==> config.mk <==
export PLATFORM = sky130hd
export DESIGN_NAME = fixed_timestep_tick_scheduler_top
export DESIGN_NICKNAME = d
export VERILOG_FILES = /design/src/sv/ftts_pkg.sv /design/src/sv/fixed_timestep_tick_scheduler_top.sv /design/src/sv/ftts_regs.sv /design/src/sv/ftts_ctrl.sv /design/src/sv/ftts_dp.sv
export VERILOG_INCLUDE_DIRS = /design/src /design/src/sv
export SDC_FILE = /design/constraint.sdc
export NUM_CORES = 2
export LEC_CHECK = 0
export CORE_MARGIN = 2
export CORE_UTILIZATION = 59
export DETAILED_ROUTE_END_ITERATION = 8
export DONT_BUFFER_PORTS = 1
export GPL_ROUTABILITY_DRIVEN = 0
export PLACE_DENSITY = 0.84
export SLEW_MARGIN = 30
export SYNTH_ARGS = -nofsm -noshare
export SYNTH_HDL_FRONTEND = slang
export SYNTH_SLANG_ARGS = --single-unit
==> constraint.sdc <==
create_clock -name clk -period 7.47 [get_ports clk]
set_clock_uncertainty 0.1 [all_clocks]
set_input_delay 1.494 -clock clk [delete_from_list [all_inputs] [get_ports clk]]
set_output_delay 1.494 -clock clk [all_outputs]
set_load 0.01 [all_outputs]
==> src/sv/assert_macros.svh <==
// Assertion helpers for the RTL.
`ifndef ASSERT_MACROS_SVH
`define ASSERT_MACROS_SVH

`ifndef SYNTHESIS

// Same-cycle implication, sampled on the rising clock edge, off during reset.
`define ASSERT_IMPLIES(lbl, clk, rst_n, ante, cons) \
	lbl: assert property (@(posedge clk) disable iff (!(rst_n)) (ante) |-> (cons)) \
		else $error("assertion failed");

// Next-cycle implication, sampled on the rising clock edge, off during reset.
`define ASSERT_NEXT(lbl, clk, rst_n, ante, cons) \
	lbl: assert property (@(posedge clk) disable iff (!(rst_n)) (ante) |=> (cons)) \
		else $error("assertion failed");

`else

`define ASSERT_IMPLIES(lbl, clk, rst_n, ante, cons)
`define ASSERT_NEXT(lbl, clk, rst_n, ante, cons)

`endif

`endif

==> src/sv/ftts_pkg.sv <==
`timescale 1ns / 1ps

package ftts_pkg;

	localparam int FRACTION_BITS_DEF = 16;
	localparam int MAX_TICKS_DEF     = 64;

	localparam int ACC_W    = 33;
	localparam int PERIOD_W = 32;
	localparam int LIMIT_W  = 7;
	localparam int COUNT_W  = 32;
	localparam int ALPHA_W  = 16;
	localparam int HASH_W   = 64;
	localparam int APB_AW   = 3;
	localparam int APB_DW   = 32;

	localparam logic [HASH_W-1:0]   HASH_SEED  = 64'd14695981039346656037;
	localparam logic [PERIOD_W-1:0] PERIOD_RST = 32'd16667;
	localparam logic [LIMIT_W-1:0]  CATCH_RST  = 7'd8;

	// Register index, taken from bit 2 of the byte address.
	localparam logic REG_TICK_PERIOD  = 1'b0;
	localparam logic REG_MAX_CATCH_UP = 1'b1;

	typedef enum logic [1:0] {
		OP_ADVANCE = 2'd0,
		OP_PAUSE   = 2'd1,
		OP_RESUME  = 2'd2,
		OP_RESTART = 2'd3
	} op_t;

	typedef struct packed {
		logic accept;
		logic start_adv;
		logic set_pause;
		logic clr_pause;
		logic restart;
		logic tick;
		logic emit_tick;
		logic catch_up;
		logic div_start;
		logic div_step;
		logic emit_final;
	} ftts_cmd_t;

	typedef struct packed {
		logic ge_one;
		logic ge_two;
		logic done_lt;
		logic done_next_lt;
		logic slot_free;
		logic paused;
		logic div_last;
	} ftts_sts_t;

	// The hash prime is 2^40 + 0x1B3, so the product reduces to shifts and adds.
	function automatic logic [HASH_W-1:0] fnv_mul(input logic [HASH_W-1:0] x);
		return (x << 40) + (x << 8) + (x << 7) + (x << 5) + (x << 4) + (x << 1) + x;
	endfunction

endpackage

==> src/sv/fixed_timestep_tick_scheduler_top.sv <==
`timescale 1ns / 1ps
// Flow: pause, resume, restart and paused advances go from the input transfer straight to the
// final state, where the result is loaded; an unpaused advance runs its ticks, then the alpha
// division, then the final state. Only one item is in work at a time; the next input transfer
// is taken only after the final result is loaded, and output stalls can hold up any result.
// Reset is asynchronous, active low: tick state and registers return to their defaults at once.

`include "assert_macros.svh"

module fixed_timestep_tick_scheduler_top import ftts_pkg::*; #(
	parameter int FRACTION_BITS      = FRACTION_BITS_DEF,
	parameter int MAX_TICKS_PER_ITEM = MAX_TICKS_DEF
) (
	input  logic                clk,
	input  logic                arst_n,
	input  logic                psel,
	input  logic                penable,
	input  logic                pwrite,
	input  logic [APB_AW-1:0]   paddr,
	input  logic [APB_DW-1:0]   pwdata,
	output logic [APB_DW-1:0]   prdata,
	output logic                pready,
	input  logic                in_valid,
	output logic                in_stall,
	input  logic [1:0]          op,
	input  logic [PERIOD_W-1:0] elapsed,
	output logic                out_valid,
	input  logic                out_stall,
	output logic                step_valid,
	output logic [HASH_W-1:0]   tick_number,
	output logic [HASH_W-1:0]   run_hash,
	output logic [ALPHA_W-1:0]  alpha,
	output logic                catching_up,
	output logic [COUNT_W-1:0]  catch_up_total,
	output logic                is_paused,
	output logic                last
);

	logic [PERIOD_W-1:0] tick_period;
	logic [LIMIT_W-1:0]  max_catch_up;
	ftts_cmd_t           cmd;
	ftts_sts_t           sts;

	ftts_regs u_regs (
		.clk          (clk),
		.arst_n       (arst_n),
		.psel         (psel),
		.penable      (penable),
		.pwrite       (pwrite),
		.paddr        (paddr),
		.pwdata       (pwdata),
		.prdata       (prdata),
		.pready       (pready),
		.tick_period  (tick_period),
		.max_catch_up (max_catch_up)
	);

	ftts_ctrl u_ctrl (
		.clk      (clk),
		.arst_n   (arst_n),
		.in_valid (in_valid),
		.op       (op_t'(op)),
		.in_stall (in_stall),
		.sts      (sts),
		.cmd      (cmd)
	);

	ftts_dp #(
		.FRACTION_BITS      (FRACTION_BITS),
		.MAX_TICKS_PER_ITEM (MAX_TICKS_PER_ITEM)
	) u_dp (
		.clk            (clk),
		.arst_n         (arst_n),
		.tick_period    (tick_period),
		.max_catch_up   (max_catch_up),
		.elapsed        (elapsed),
		.cmd            (cmd),
		.sts            (sts),
		.out_stall      (out_stall),
		.out_valid      (out_valid),
		.step_valid     (step_valid),
		.tick_number    (tick_number),
		.run_hash       (run_hash),
		.alpha          (alpha),
		.catching_up    (catching_up),
		.catch_up_total (catch_up_total),
		.is_paused      (is_paused),
		.last           (last)
	);

	// After an input transfer the block is busy with that item.
	`ASSERT_NEXT(a_busy_after_accept, clk, arst_n, in_valid && !in_stall, in_stall)
	// Results ahead of the final one are always executed ticks with no alpha or flag.
	`ASSERT_IMPLIES(a_early_result, clk, arst_n, out_valid && !last, step_valid && alpha == '0 && !catching_up)
	// When idle, only a final result can still be waiting.
	`ASSERT_IMPLIES(a_idle_holds_final, clk, arst_n, out_valid && !in_stall, last)
	// A tick runs only under the limit and with a full period in the accumulator.
	`ASSERT_IMPLIES(a_tick_legal, clk, arst_n, cmd.tick, sts.ge_one && sts.done_lt && !cmd.catch_up)

endmodule

==> src/sv/ftts_regs.sv <==
`timescale 1ns / 1ps

module ftts_regs import ftts_pkg::*; (
	input  logic                clk,
	input  logic                arst_n,
	input  logic                psel,
	input  logic                penable,
	input  logic                pwrite,
	input  logic [APB_AW-1:0]   paddr,
	input  logic [APB_DW-1:0]   pwdata,
	output logic [APB_DW-1:0]   prdata,
	output logic                pready,
	output logic [PERIOD_W-1:0] tick_period,
	output logic [LIMIT_W-1:0]  max_catch_up
);

	logic [PERIOD_W-1:0] period_q;
	logic [LIMIT_W-1:0]  catch_q;
	logic                wr_en;

	assign pready = 1'b1;
	assign wr_en  = psel && penable && pwrite;

	always_ff @(posedge clk or negedge arst_n) begin
		if (!arst_n) begin
			period_q <= PERIOD_RST;
			catch_q  <= CATCH_RST;
		end else if (wr_en) begin
			case (paddr[2])
				REG_TICK_PERIOD:  period_q <= pwdata[PERIOD_W-1:0];
				REG_MAX_CATCH_UP: catch_q  <= pwdata[LIMIT_W-1:0];
				default: ;
			endcase
		end
	end

	always_comb begin
		case (paddr[2])
			REG_TICK_PERIOD:  prdata = period_q;
			REG_MAX_CATCH_UP: prdata = APB_DW'(catch_q);
			default:          prdata = '0;
		endcase
	end

	assign tick_period  = period_q;
	assign max_catch_up = catch_q;

endmodule

==> src/sv/ftts_ctrl.sv <==
`timescale 1ns / 1ps

module ftts_ctrl import ftts_pkg::*; (
	input  logic      clk,
	input  logic      arst_n,
	input  logic      in_valid,
	input  op_t       op,
	output logic      in_stall,
	input  ftts_sts_t sts,
	output ftts_cmd_t cmd
);

	typedef enum logic [1:0] {
		ST_IDLE,
		ST_CHECK,
		ST_DIV,
		ST_FINAL
	} state_t;

	state_t state_q;
	state_t state_d;

	assign in_stall = (state_q != ST_IDLE);

	always_comb begin
		cmd     = '0;
		state_d = state_q;
		case (state_q)
			ST_IDLE: begin
				if (in_valid) begin
					cmd.accept = 1'b1;
					state_d    = ST_FINAL;
					case (op)
						OP_ADVANCE: begin
							if (!sts.paused) begin
								cmd.start_adv = 1'b1;
								state_d       = ST_CHECK;
							end
						end
						OP_PAUSE:   cmd.set_pause = 1'b1;
						OP_RESUME:  cmd.clr_pause = 1'b1;
						OP_RESTART: cmd.restart   = 1'b1;
						default: ;
					endcase
				end
			end
			ST_CHECK: begin
				if (!sts.ge_one) begin
					cmd.div_start = 1'b1;
					state_d       = ST_DIV;
				end else if (!sts.done_lt) begin
					cmd.catch_up  = 1'b1;
					cmd.div_start = 1'b1;
					state_d       = ST_DIV;
				end else if (sts.ge_two && sts.done_next_lt) begin
					// Another tick follows, so this one goes out now as a non-final result.
					if (sts.slot_free) begin
						cmd.tick      = 1'b1;
						cmd.emit_tick = 1'b1;
					end
				end else begin
					// Final tick: its result waits for alpha.
					cmd.tick = 1'b1;
				end
			end
			ST_DIV: begin
				cmd.div_step = 1'b1;
				if (sts.div_last) begin
					state_d = ST_FINAL;
				end
			end
			ST_FINAL: begin
				if (sts.slot_free) begin
					cmd.emit_final = 1'b1;
					state_d        = ST_IDLE;
				end
			end
			default: state_d = ST_IDLE;
		endcase
	end

	always_ff @(posedge clk or negedge arst_n) begin
		if (!arst_n) begin
			state_q <= ST_IDLE;
		end else begin
			state_q <= state_d;
		end
	end

endmodule

==> src/sv/ftts_dp.sv <==
`timescale 1ns / 1ps

module ftts_dp import ftts_pkg::*; #(
	parameter int FRACTION_BITS      = FRACTION_BITS_DEF,
	parameter int MAX_TICKS_PER_ITEM = MAX_TICKS_DEF
) (
	input  logic                clk,
	input  logic                arst_n,
	input  logic [PERIOD_W-1:0] tick_period,
	input  logic [LIMIT_W-1:0]  max_catch_up,
	input  logic [PERIOD_W-1:0] elapsed,
	input  ftts_cmd_t           cmd,
	output ftts_sts_t           sts,
	input  logic                out_stall,
	output logic                out_valid,
	output logic                step_valid,
	output logic [HASH_W-1:0]   tick_number,
	output logic [HASH_W-1:0]   run_hash,
	output logic [ALPHA_W-1:0]  alpha,
	output logic                catching_up,
	output logic [COUNT_W-1:0]  catch_up_total,
	output logic                is_paused,
	output logic                last
);

	localparam int DW = $clog2(MAX_TICKS_PER_ITEM + 1);
	localparam int CW = $clog2(FRACTION_BITS);

	logic [ACC_W-1:0]         accum_q;
	logic [HASH_W-1:0]        tick_q;
	logic [HASH_W-1:0]        hash_q;
	logic [ALPHA_W-1:0]       alpha_q;
	logic                     flag_q;
	logic [COUNT_W-1:0]       count_q;
	logic                     pause_q;
	logic [DW-1:0]            done_q;
	logic [PERIOD_W-1:0]      rem_q;
	logic [FRACTION_BITS-1:0] quo_q;
	logic [CW-1:0]            dcnt_q;
	logic                     out_valid_q;

	logic [PERIOD_W-1:0]      period_eff;
	logic [LIMIT_W-1:0]       limit;
	logic [LIMIT_W-1:0]       done_ext;
	logic [HASH_W-1:0]        tick_next;
	logic [HASH_W-1:0]        hash_next;
	logic [PERIOD_W:0]        rem_dbl;
	logic                     rem_ge;
	logic [PERIOD_W-1:0]      rem_next;
	logic [FRACTION_BITS-1:0] quo_next;
	logic [ALPHA_W-1:0]       alpha_sat;
	logic                     slot_free;

	assign period_eff = (tick_period == '0) ? PERIOD_W'(1) : tick_period;
	assign limit      = (max_catch_up < LIMIT_W'(MAX_TICKS_PER_ITEM)) ?
	                    max_catch_up : LIMIT_W'(MAX_TICKS_PER_ITEM);
	assign done_ext   = LIMIT_W'(done_q);

	assign tick_next = tick_q + HASH_W'(1);
	assign hash_next = fnv_mul(hash_q ^ tick_next);

	// One restoring division step per cycle; the remainder always stays below the period.
	assign rem_dbl  = {rem_q, 1'b0};
	assign rem_ge   = rem_dbl >= {1'b0, period_eff};
	assign rem_next = rem_ge ? PERIOD_W'(rem_dbl - {1'b0, period_eff}) : rem_dbl[PERIOD_W-1:0];
	assign quo_next = {quo_q[FRACTION_BITS-2:0], rem_ge};

	always_comb begin
		if (FRACTION_BITS > ALPHA_W && (quo_next >> ALPHA_W) != '0) begin
			alpha_sat = '1;
		end else begin
			alpha_sat = ALPHA_W'(quo_next);
		end
	end

	assign slot_free = !out_valid_q || !out_stall;

	always_comb begin
		sts.ge_one       = accum_q >= {1'b0, period_eff};
		sts.ge_two       = {1'b0, accum_q} >= {1'b0, period_eff, 1'b0};
		sts.done_lt      = done_ext < limit;
		sts.done_next_lt = LIMIT_W'(done_ext + LIMIT_W'(1)) < limit;
		sts.slot_free    = slot_free;
		sts.paused       = pause_q;
		sts.div_last     = (dcnt_q == CW'(FRACTION_BITS - 1));
	end

	always_ff @(posedge clk or negedge arst_n) begin
		if (!arst_n) begin
			accum_q <= '0;
			tick_q  <= '0;
			hash_q  <= HASH_SEED;
			alpha_q <= '0;
			flag_q  <= 1'b0;
			count_q <= '0;
			pause_q <= 1'b0;
			done_q  <= '0;
			dcnt_q  <= '0;
		end else begin
			if (cmd.accept) begin
				done_q <= '0;
			end
			if (cmd.start_adv) begin
				accum_q <= accum_q + ACC_W'(elapsed);
				flag_q  <= 1'b0;
			end
			if (cmd.set_pause) begin
				pause_q <= 1'b1;
			end
			if (cmd.clr_pause) begin
				pause_q <= 1'b0;
			end
			if (cmd.restart) begin
				accum_q <= '0;
				tick_q  <= '0;
				hash_q  <= HASH_SEED;
				alpha_q <= '0;
				flag_q  <= 1'b0;
				count_q <= '0;
				pause_q <= 1'b0;
			end
			if (cmd.tick) begin
				tick_q  <= tick_next;
				hash_q  <= hash_next;
				accum_q <= accum_q - ACC_W'(period_eff);
				done_q  <= done_q + DW'(1);
			end
			if (cmd.catch_up) begin
				flag_q  <= 1'b1;
				count_q <= count_q + COUNT_W'(1);
				accum_q <= '0;
			end
			if (cmd.div_start) begin
				dcnt_q <= '0;
			end
			if (cmd.div_step) begin
				dcnt_q <= dcnt_q + CW'(1);
				if (sts.div_last) begin
					alpha_q <= alpha_sat;
				end
			end
		end
	end

	// Divider working registers: loaded before use, no reset needed.
	always_ff @(posedge clk) begin
		if (cmd.div_start) begin
			rem_q <= cmd.catch_up ? '0 : accum_q[PERIOD_W-1:0];
			quo_q <= '0;
		end else if (cmd.div_step) begin
			rem_q <= rem_next;
			quo_q <= quo_next;
		end
	end

	always_ff @(posedge clk or negedge arst_n) begin
		if (!arst_n) begin
			out_valid_q <= 1'b0;
		end else if (cmd.emit_tick || cmd.emit_final) begin
			out_valid_q <= 1'b1;
		end else if (!out_stall) begin
			out_valid_q <= 1'b0;
		end
	end

	always_ff @(posedge clk) begin
		if (cmd.emit_tick) begin
			step_valid     <= 1'b1;
			tick_number    <= tick_next;
			run_hash       <= hash_next;
			alpha          <= '0;
			catching_up    <= flag_q;
			catch_up_total <= count_q;
			is_paused      <= pause_q;
			last           <= 1'b0;
		end else if (cmd.emit_final) begin
			step_valid     <= (done_q != '0);
			tick_number    <= tick_q;
			run_hash       <= hash_q;
			alpha          <= alpha_q;
			catching_up    <= flag_q;
			catch_up_total <= count_q;
			is_paused      <= pause_q;
			last           <= 1'b1;
		end
	end

	assign out_valid = out_valid_q;

endmodule

==> impl_metrics.json <==
{
  "outcome": "finished clean",
  "cpMostUsedCell": "fa_1",
  "slowest_stage": "fa_1",
  "avgRoutedWirePerCell_um": 22.2,
  "cts_made_buffers": 53,
  "track_usage_pct": 32.6,
  "holdCritStartpoint": "u_dp.quo_q[14]",
  "yosysTopAreaCellShare_pct": 15.2,
  "required_ns": 7.73,
  "ys.warnings.count": 0,
  "end_kind": "register",
  "yosysUniqueCellTypes": 86,
  "arrival_ns": 7.65,
  "place_area_um2": 40800,
  "synth_most_common_cell": "nand2_1",
  "cpPeakStageDelay_ns": 0.51,
  "synth-xor-area-share_pct": 8.52,
  "cts.path.max_buffers": 3,
  "cts_root_buffer": "clkbuf_16",
  "synth_area_leader_cell": "edfxtp_1",
  "synth-simple-area-share_pct": 12.9,
  "syn_avg_cell_area_um2": 9.59,
  "clk_pin_slew_ns": 0.06,
  "dr.pass1.iters": 8,
  "rows": 93,
  "synthAdderAreaFrac_pct": 21.2,
  "r2r_slack_ns": 0.07,
  "antenna_left": 0,
  "io_buffers": 0,
  "ys.flop_type": "dfrtp_1",
  "layout.cells.non_filler": 5035,
  "dp.cells": 4921,
  "timing.rr.start": "u_dp.tick_q[1]",
  "drive_above_1_share_pct": 12.7,
  "crit_type": "register to register",
  "synth_fp_nets": 4587,
  "cp-startpoint": "u_dp.tick_q[1]",
  "insertion_delay_ns": 0.64,
  "slew_headroom_pct": 27.3,
  "cts_tree": "built",
  "stdcell_area_um2": 43200,
  "synth_seq_cells": 491,
  "yosys-top-cells-area": "edfxtp_1 15%, dfrtp_1 15%, fa_1 12%",
  "syn2layout_area_growth_pct": 12.3,
  "vias": 31800,
  "core_area_um2": 64500,
  "maxCapViolations": 0,
  "clkSinkCount": 491,
  "synthMuxAreaShare_pct": 2.15,
  "fmax_ghz": 0.135,
  "wirelength_mm": 112,
  "die-area_um2": 67200,
  "initial_core_util_pct": 59.6,
  "yosysSeqAreaShare_pct": 34.2,
  "die_x_um": 259,
  "cts_max_level": 2,
  "startpoint_type": "register",
  "grt_pass1_vias": 31500,
  "setup_viol": 0,
  "synth_edf_count": 194,
  "overflow": 0,
  "timing.final.crit_share_pct": 99.0,
  "syn_area_um2": 38400,
  "path_max_fanout": 4,
  "synth_common_cells": "440 x nand2_1, 346 x inv_1, 317 x o21ai_0",
  "pin_count": 291,
  "grt_max_degree": 265,
  "min_path_type": "register to register",
  "drc_errors": 0,
  "drv_slew": 0,
  "grt_pass1_wl_mm": 172,
  "fin_setup_tns_ns": 0,
  "antenna_found_initial": 8,
  "nNetsFinal": 4713,
  "async_flop_share_pct": 53.8,
  "worstMarginPinSlew_ns": 1.09,
  "die_h_um": 259,
  "synth_top_family_by_area": "adder cells",
  "fin_crit_ns": 7.40,
  "post-dp-hpwl_mm": 81.7,
  "synth_compound_area_share_pct": 15.7,
  "drt_iter0_drc": 3474,
  "final-hold-violation-count": 0,
  "via_per_inst": 6.31,
  "postSynthCellCount": 4006,
  "rsz0062_at_grt": "true"
}
## worst max-delay path: cells and delay by family (launching register included)
kind            cells  cell delay [ns]
compound gates      5             1.19
xor+xnor            1             0.23
flops               1             0.36
buf+inv             7             0.72
simple gates        9             1.84
fa+ha+maj           6             2.45
mux                 1             0.20
## worst paths after layout
check / to / depth (start not counted)
max in group asynchronous: u_dp.tick_q[38] / 0
worst max register to register: u_dp.run_hash[60] / 29
worst max-delay path: u_dp.run_hash[60] / 29
worst min-delay path: u_dp.alpha_q[15] / 2
min in group asynchronous: u_dp.hash_q[20] / 0
worst min register to register: u_dp.alpha_q[15] / 2
## stage by stage
step	hold slack (ns)	worst slack (ns)	utilization (%)
CTS	0.348	0.00124	66.2
detailed placement	0.337	-0.299	63.3
floorplan	0.312	-0.0991	-
finish	0.342	0.0742	66.9
global placement	0.326	-0.116	63.2
global route	0.381	-0.149	66.9
## placed cells by master (no fill, tap or decap), types with 29 or more instances in the layout
master / Yosys / final
o211ai_1: 56 / 56
mux2i_1: 34 / 34
o31ai_1: 64 / 63
buf_4: 2 / 253
clkbuf_16: 0 / 55
xor2_1: 150 / 148
dfrtp_1: 229 / 227
ha_1: 266 / 260
a31oi_1: 30 / 29
and3_1: 47 / 45
xnor2_1: 218 / 208
fa_1: 239 / 238
o21ai_0: 317 / 310
dfstp_2: 35 / 35
mux2_2: 43 / 43
a21oi_1: 182 / 174
nor3_1: 54 / 51
edfxtp_1: 194 / 194
nor2_1: 200 / 190
inv_1: 346 / 341
dfxtp_1: 33 / 33
nand3_1: 139 / 137
nand4_1: 45 / 45
a21o_1: 106 / 106
nand2_1: 440 / 437
## registers in the layout (all words and copies together) (netlist names)
register / flops
u_dp.quo_q: 15
u_dp.is_paused: 1
u_dp.alpha_q: 16
u_dp.pause_q: 1
u_dp.tick_q: 64
u_dp.dcnt_q: 4
u_dp.flag_q: 1
u_dp.hash_q: 64
u_dp.run_hash: 64
u_dp.out_valid: 1
u_dp.alpha: 16
u_dp.count_q: 32
u_dp.step_valid: 1
u_regs.max_catch_up: 7
u_dp.last: 1
u_dp.rem_q: 32
u_ctrl.state_q: 2
u_dp.done_ext: 7
u_dp.tick_number: 64
u_dp.accum_q: 33
u_dp.catch_up_total: 32
u_regs.tick_period: 32
u_dp.catching_up: 1
## kinds of logic after synthesis
group | after synthesis
flip-flops | 491
adder cells (fa/ha/maj) | 509
multiplexers | 77
AO/OA/AOI/OAI | 959
AND/OR/NAND/NOR | 1066
XOR/XNOR | 370
other | 1
buffers and inverters | 533
## cell type report
class                           instances  area (µm²)
Timing Repair Buffer                  258        2000
Sequential cell                       491       13100
Tap cell                              855        1070
Fill cell                            4670       21300
Inverter                              346        1300
Clock buffer                           75        1530
Antenna cell                            3        7.51
Multi-Input combinational cell       2982       23800
Clock inverter                         25         320
## layer usage
metal	vias to the layer above	GRT usage [%]	share of wire, %	wire, µm
li1	14200	-	-	-
met1	15400	39.1	36	40500
met2	1707	54.8	49	54500
met3	403	6.81	8.8	9890
met4	12	18.2	6.2	6890
met5	-	0	0.071	79
## repair_timing
item / 4_1_cts / 5_1_grt
setup buffers: 0 / 11
endpoints found under the setup margin: 15 / 42
pin swaps: 6 / 28
gates resized for setup: 12 / 69
hold buffers: 0 / 0
cloned: 0 / 0
Power is not shown: default switching activity piles up to over one toggle a cycle in this logic, so the estimate is an artifact.
